### config.mk
export PLATFORM = sky130hd
export DESIGN_NAME = sfs_front
export DESIGN_NICKNAME = d
export VERILOG_FILES = /design/src/hdl/sfs_pkg.sv /design/src/hdl/sfs_front.sv
export SDC_FILE = /design/constraint.sdc
export NUM_CORES = 1
export LEC_CHECK = 0
export BUFFER_PORTS_ARGS = -buffer_cell sky130_fd_sc_hd__buf_2
export CAP_MARGIN = 20
export CELL_PAD_IN_SITES_DETAIL_PLACEMENT = 2
export CELL_PAD_IN_SITES_GLOBAL_PLACEMENT = 2
export CORE_MARGIN = 10
export CORE_UTILIZATION = 38
export CTS_CLUSTER_DIAMETER = 100
export DETAILED_ROUTE_END_ITERATION = 8
export PLACE_DENSITY_LB_ADDON = 0.08
export SLEW_MARGIN = 25
export SYNTH_ARGS = -nofsm -noshare
export SYNTH_HDL_FRONTEND = slang
export SYNTH_SLANG_ARGS = --single-unit
### constraint.sdc
create_clock -name clock -period 7.16 [get_ports clock]
set_input_delay 1.432 -clock clock [delete_from_list [all_inputs] [get_ports clock]]
set_output_delay 1.432 -clock clock [all_outputs]
set_load 0.05 [all_outputs]
### src/hdl/sfs_pkg.sv
package sfs_pkg;

   localparam int ANIMATIONS      = 16;
   localparam int FRAMES_PER_ANIM = 32;
   localparam int HISTORY_DEPTH   = 20;

   localparam int ANIM_W   = $clog2(ANIMATIONS);
   localparam int FRAME_W  = $clog2(FRAMES_PER_ANIM);
   localparam int CNT_W    = $clog2(FRAMES_PER_ANIM + 1);
   localparam int HCNT_W   = $clog2(HISTORY_DEPTH + 1);
   localparam int HIDX_W   = $clog2(HISTORY_DEPTH);
   localparam int TAB_AW   = ANIM_W + FRAME_W;
   localparam int TAB_DEPTH = ANIMATIONS * FRAMES_PER_ANIM;

   localparam int TIME_W   = 24;
   localparam int SPEED_W  = 16;
   localparam int TILE_W   = 16;
   localparam int COORD_W  = 17;
   localparam int COLS_W   = 10;
   localparam int BIAS_W   = 16;
   localparam int GID_W    = 9;
   localparam int PERIOD_W = TIME_W + FRAME_W;
   localparam int PROD_W   = TIME_W + COORD_W;

   localparam int REQ_DATA_W = 112;
   localparam int RSP_DATA_W = 80;
   localparam int CSR_AW     = 5;

   localparam logic [1:0] PM_LOOP   = 2'd0;
   localparam logic [1:0] PM_ONCE   = 2'd1;
   localparam logic [1:0] PM_RETURN = 2'd2;
   localparam logic [1:0] PM_BAD    = 2'd3;

   localparam logic [2:0] REG_ENABLE  = 3'd0;
   localparam logic [2:0] REG_COLUMNS = 3'd1;
   localparam logic [2:0] REG_GAIN_L  = 3'd2;
   localparam logic [2:0] REG_GAIN_R  = 3'd3;
   localparam logic [2:0] REG_GAIN_T  = 3'd4;
   localparam logic [2:0] REG_GAIN_B  = 3'd5;
   localparam logic [2:0] REG_BIAS_X  = 3'd6;
   localparam logic [2:0] REG_BIAS_Y  = 3'd7;

   typedef enum logic [3:0] {
      OP_TICK     = 4'd0,
      OP_SET_ANIM = 4'd1,
      OP_SET_FRM  = 4'd2,
      OP_BY_ID    = 4'd3,
      OP_FINISH   = 4'd4,
      OP_RESTART  = 4'd5,
      OP_BEHAVIOR = 4'd6,
      OP_SPEED    = 4'd7,
      OP_WR_FRAME = 4'd8,
      OP_WR_HDR   = 4'd9,
      OP_BAD      = 4'd10
   } op_type;

   typedef struct packed {
      op_type               op;
      logic [TIME_W-1:0]    elapsed;
      logic [ANIM_W-1:0]    anim_sel;
      logic [FRAME_W-1:0]   frame_sel;
      logic [GID_W-1:0]     global_frame;
      logic [1:0]           play_mode;
      logic [SPEED_W-1:0]   speed_value;
      logic [TIME_W-1:0]    hold_value;
      logic [TILE_W-1:0]    tile_value;
      logic [CNT_W-1:0]     count_value;
      logic                 pre_bad;
   } item_type;

   typedef struct packed {
      logic                 enable;
      logic [COLS_W-1:0]    columns;
      logic [COORD_W-1:0]   gain_left;
      logic [COORD_W-1:0]   gain_right;
      logic [COORD_W-1:0]   gain_top;
      logic [COORD_W-1:0]   gain_bottom;
      logic [BIAS_W-1:0]    bias_x;
      logic [BIAS_W-1:0]    bias_y;
   } cfg_type;

   typedef struct packed {
      logic     valid;
      item_type item;
   } queue_out_type;

endpackage

### src/hdl/sfs_front.sv
module sfs_front
   import sfs_pkg::*;
(
   input  logic                  clock,
   input  logic                  reset,
   input  logic                  req_tvalid,
   output logic                  req_tready,
   input  logic [REQ_DATA_W-1:0] req_tdata,
   input  logic [3:0]            req_tuser,
   input  logic                  q_pop,
   output queue_out_type         q_out
);

   item_type  slot_ff [2];
   item_type  slot_in [2];
   logic      wptr_ff, wptr_in, rptr_ff, rptr_in;
   logic [1:0] count_ff, count_in;
   item_type  item_new;
   logic      push, pop, aok, fok;

   // classify
   always_comb begin
      item_new.elapsed      = req_tdata[23:0];
      item_new.anim_sel     = req_tdata[27:24];
      item_new.frame_sel    = req_tdata[32:28];
      item_new.global_frame = req_tdata[41:33];
      item_new.play_mode    = req_tdata[43:42];
      item_new.speed_value  = req_tdata[59:44];
      item_new.hold_value   = req_tdata[83:60];
      item_new.tile_value   = req_tdata[99:84];
      item_new.count_value  = req_tdata[105:100];
      aok = ({1'b0, item_new.anim_sel} < (ANIM_W + 1)'(ANIMATIONS));
      fok = ({1'b0, item_new.frame_sel} < (FRAME_W + 1)'(FRAMES_PER_ANIM));
      item_new.op      = OP_BAD;
      item_new.pre_bad = 1'b1;
      unique case (req_tuser)
         4'd0: begin
            item_new.op = OP_TICK;     item_new.pre_bad = 1'b0;
         end
         4'd1: begin
            item_new.op = OP_SET_ANIM;
            item_new.pre_bad = !aok || (item_new.play_mode == PM_BAD);
         end
         4'd2: begin
            item_new.op = OP_SET_FRM;  item_new.pre_bad = !fok;
         end
         4'd3: begin
            item_new.op = OP_BY_ID;    item_new.pre_bad = 1'b0;
         end
         4'd4: begin
            item_new.op = OP_FINISH;   item_new.pre_bad = 1'b0;
         end
         4'd5: begin
            item_new.op = OP_RESTART;  item_new.pre_bad = 1'b0;
         end
         4'd6: begin
            item_new.op = OP_BEHAVIOR;
            item_new.pre_bad = (item_new.play_mode == PM_BAD);
         end
         4'd7: begin
            item_new.op = OP_SPEED;    item_new.pre_bad = !aok;
         end
         4'd8: begin
            item_new.op = OP_WR_FRAME; item_new.pre_bad = !aok || !fok;
         end
         4'd9: begin
            item_new.op = OP_WR_HDR;
            item_new.pre_bad = !aok || (item_new.count_value == '0)
               || (item_new.count_value > CNT_W'(FRAMES_PER_ANIM))
               || ({1'b0, item_new.frame_sel} >= item_new.count_value);
         end
         default: begin
            item_new.op = OP_BAD;      item_new.pre_bad = 1'b1;
         end
      endcase
   end

   assign req_tready = (count_ff != 2'd2);
   assign push = req_tvalid && req_tready;
   assign pop  = q_pop && (count_ff != 2'd0);

   always_comb begin
      slot_in  = slot_ff;
      wptr_in  = wptr_ff;
      rptr_in  = rptr_ff;
      count_in = count_ff;
      if (push) begin
         slot_in[wptr_ff] = item_new;
         wptr_in = !wptr_ff;
      end
      if (pop) begin
         rptr_in = !rptr_ff;
      end
      count_in = count_ff + 2'(push) - 2'(pop);
   end

   always_ff @(posedge clock) begin
      slot_ff <= slot_in;
      if (reset) begin
         wptr_ff  <= 1'b0;
         rptr_ff  <= 1'b0;
         count_ff <= 2'd0;
      end else begin
         wptr_ff  <= wptr_in;
         rptr_ff  <= rptr_in;
         count_ff <= count_in;
      end
   end

   assign q_out.valid = (count_ff != 2'd0);
   assign q_out.item  = slot_ff[rptr_ff];

endmodule

==> results_dict.tcl <==
set metrics [dict create \
    dp.cells 897 \
    cts_buffer_depth 3 \
    clock_skew_ns 0.00542 \
    hold_viol 0 \
    whs_path_depth 2 \
    crit_fanout 58 \
    synth-simple-area-share 0.0143 \
    die_area_um2 28400 \
    ctsHoldBuffers 0 \
    synthAdderAreaFrac 0.0104 \
    place_hpwl_mm 14.8 \
    drc_errors 0 \
    drive_gt1_frac 0.582 \
    portBuffers 226 \
    min_period_over_period 0.600 \
    clk_latency_ns 0.51 \
    numClockSinks 226 \
    status "complete, no violations" \
    yosys-top-cells-area "edfxtp_1 (79%), mux2_2 (15%), ha_1 (1.0%)" \
    drv_cap 0 \
    end_kind "output pin" \
    setup_viol 0 \
    finish.net_count 771 \
    timing.setup.tns_ns 0 \
    syn_nets 526 \
    gp_congestion 0.743 \
    report.final.slew_viol_count 0 \
    ys_seq_elements 226 \
    yosysUniqueCellTypes 26 \
    antenna_found_initial 4 \
    drt_iter0_drc 176 \
    hp-class "flop to flop" \
    crit_type "flop to output pin" \
    ir_worst_vdd_uv 226 \
    post_cts_buffers 0 \
    synth_area_um2 8390 \
    reg2reg_depth 3 \
    p_leak_uw 0.00402 \
    num_vias 4539 \
    required_ns 5.73 \
    power.density_nw_per_um2 422 \
    grt_max_degree 66 \
    initial_core_util 0.385 \
    cts_made_buffers 25 \
    synth_compound_area_frac 0.00731 \
    tightest_slew_ns 0.894 \
    multiInputGateArea_um2 1570 \
    clk_pin_slew_ns 0.06 \
    muxShareOfSynthArea 0.149 \
    synth_top_area_cell "edfxtp_1" \
    cts-resized-gates 0 \
    ant_nets 0 \
    period_minus_slack_ns 4.30 \
    grt_overflow_total 0 \
    cp_data_arrival_time_ns 2.86 \
    final-seq-area_um2 6750 \
    seq_area_frac_synth 0.804 \
    whs_ns 0.611 \
    core_um2 21800 \
    timing.slew.headroom 0.404 \
    fp.dieW_um 169 \
    avgRoutedWirePerCell_um 22.2 \
    grtUsageTotal 0.142 \
    synth_top_family_by_area "multiplexers" \
    n_fill_cell 1997 \
    area_growth_pct 27.6 \
    drt-total-wl_mm 21.0 \
    avgSynthCellArea_um2 21.0 \
    syn_inst 399 \
    final_common_cell "buf_2" \
    yosys_warnings 0 \
    root_buffer "clkbuf_16" \
    die_y_um 169 \
    pin_count 233 \
    synth.top_cell.area_share 0.795 \
    stdcell_count 945 \
    viasPerCell 4.80 \
    row_count 54 \
    start_kind "flop" \
    grt_pass1_wl_mm 31.7 \
    rsz0062_at_grt "no" \
    cts-htree-levels 1 \
    synth_xor_area_frac 0.00418 \
    final_cell_mix "buf_2 (226), edfxtp_1 (222), mux2_2 (111), clkbuf_16 (25)" \
    dr.pass1.iters 4 \
    grt_pass1_vias 5216 \
    fmax_mhz 233 \
    tritoncts "yes" \
]
-- per-layer routing --
metal | vias up | global-route usage | part of all wire
li1 | 2071 | - | -
met1 | 2274 | 0.160 | 0.38
met2 | 151 | 0.251 | 0.52
met3 | 41 | 0.0482 | 0.073
met4 | 2 | 0.0390 | 0.026
met5 | - | 0 | 0.00052
-- cell type report --
| type | count | area share |
|---|---|---|
| Multi-Input combinational cell | 154 | 0.146 |
| Inverter | 6 | 0.00210 |
| Sequential cell | 226 | 0.631 |
| Tap cell | 280 | 0.0327 |
| Clock buffer | 30 | 0.0602 |
| Antenna cell | 3 | 0.000701 |
| Timing Repair Buffer | 231 | 0.111 |
| Clock inverter | 15 | 0.0164 |
-- cell families (layout without fill, tap and decap cells) --
group                      after synthesis  after routing
DFF                                    226            226
xor gates and xnor gates                 4              4
adders and majority gates                7              7
and+or+nand+nor                         22             22
AOI/OAI and AO/OA                       10             10
muxes                                  111            111
buffers and inverters                   19            282
other                                    0              3
-- worst max-delay path, cell delays in order, from the launching register on --
cell	delay (ns)
dfxtp_4	0.88
buf_4	0.70
mux2_2	0.42
buf_2	0.22
-- state kept, by name, indices dropped and copies added (netlist names) --
name and count:
rptr_ff 1, slot_ff 222, count_ff 2, wptr_ff 1
-- worst paths after layout --
| kind | slack (ns) | to | start |
|---|---|---|---|
| setup reg to reg | 4.70 | slot_ff[61]$_DFFE_PP_ | count_ff[0]$_SDFF_PP0_ |
| hold reg to reg | 0.61 | count_ff[1]$_SDFF_PP0_ | count_ff[1]$_SDFF_PP0_ |
| hold / removal | 0.61 | count_ff[1]$_SDFF_PP0_ | count_ff[1]$_SDFF_PP0_ |
| setup / recovery | 2.86 | q_out[105] | rptr_ff$_SDFFE_PP0P_ |
-- Yosys cell counts, drive strengths merged --
master	count
nor3b	1
o21ai	4
edfxtp	222
a211oi	1
a21o	2
mux2	111
nand3	3
nand2b	2
buf	12
or4	1
and2	2
nor2b	2
xnor2	2
a21oi	2
clkbuf	1
nand2	2
nor2	7
a32oi	1
inv	6
dfxtp	4
ha	7
or2	1
xor2	2
and3	1
-- stage by stage --
step	setup WS [ns]	power, µW	utilization	instance area (µm²)
global route	2.68	4710	0.492	10700
CTS	2.78	4600	0.492	10700
detailed placement	3.36	3300	0.454	9880
floorplan	0.411	2920	-	8390
finish	2.86	4520	0.492	10700
global placement	3.39	3240	0.453	9850
-- report_power, final --
group	internal [µW]	switching [µW]	leakage [µW]	total [µW]
Clock	784	501	0.000407	1280
Combinational	392	1070	0.00150	1470
Sequential	1680	86.5	0.00211	1770
Note: power is estimated with default switching activity, not from simulation.
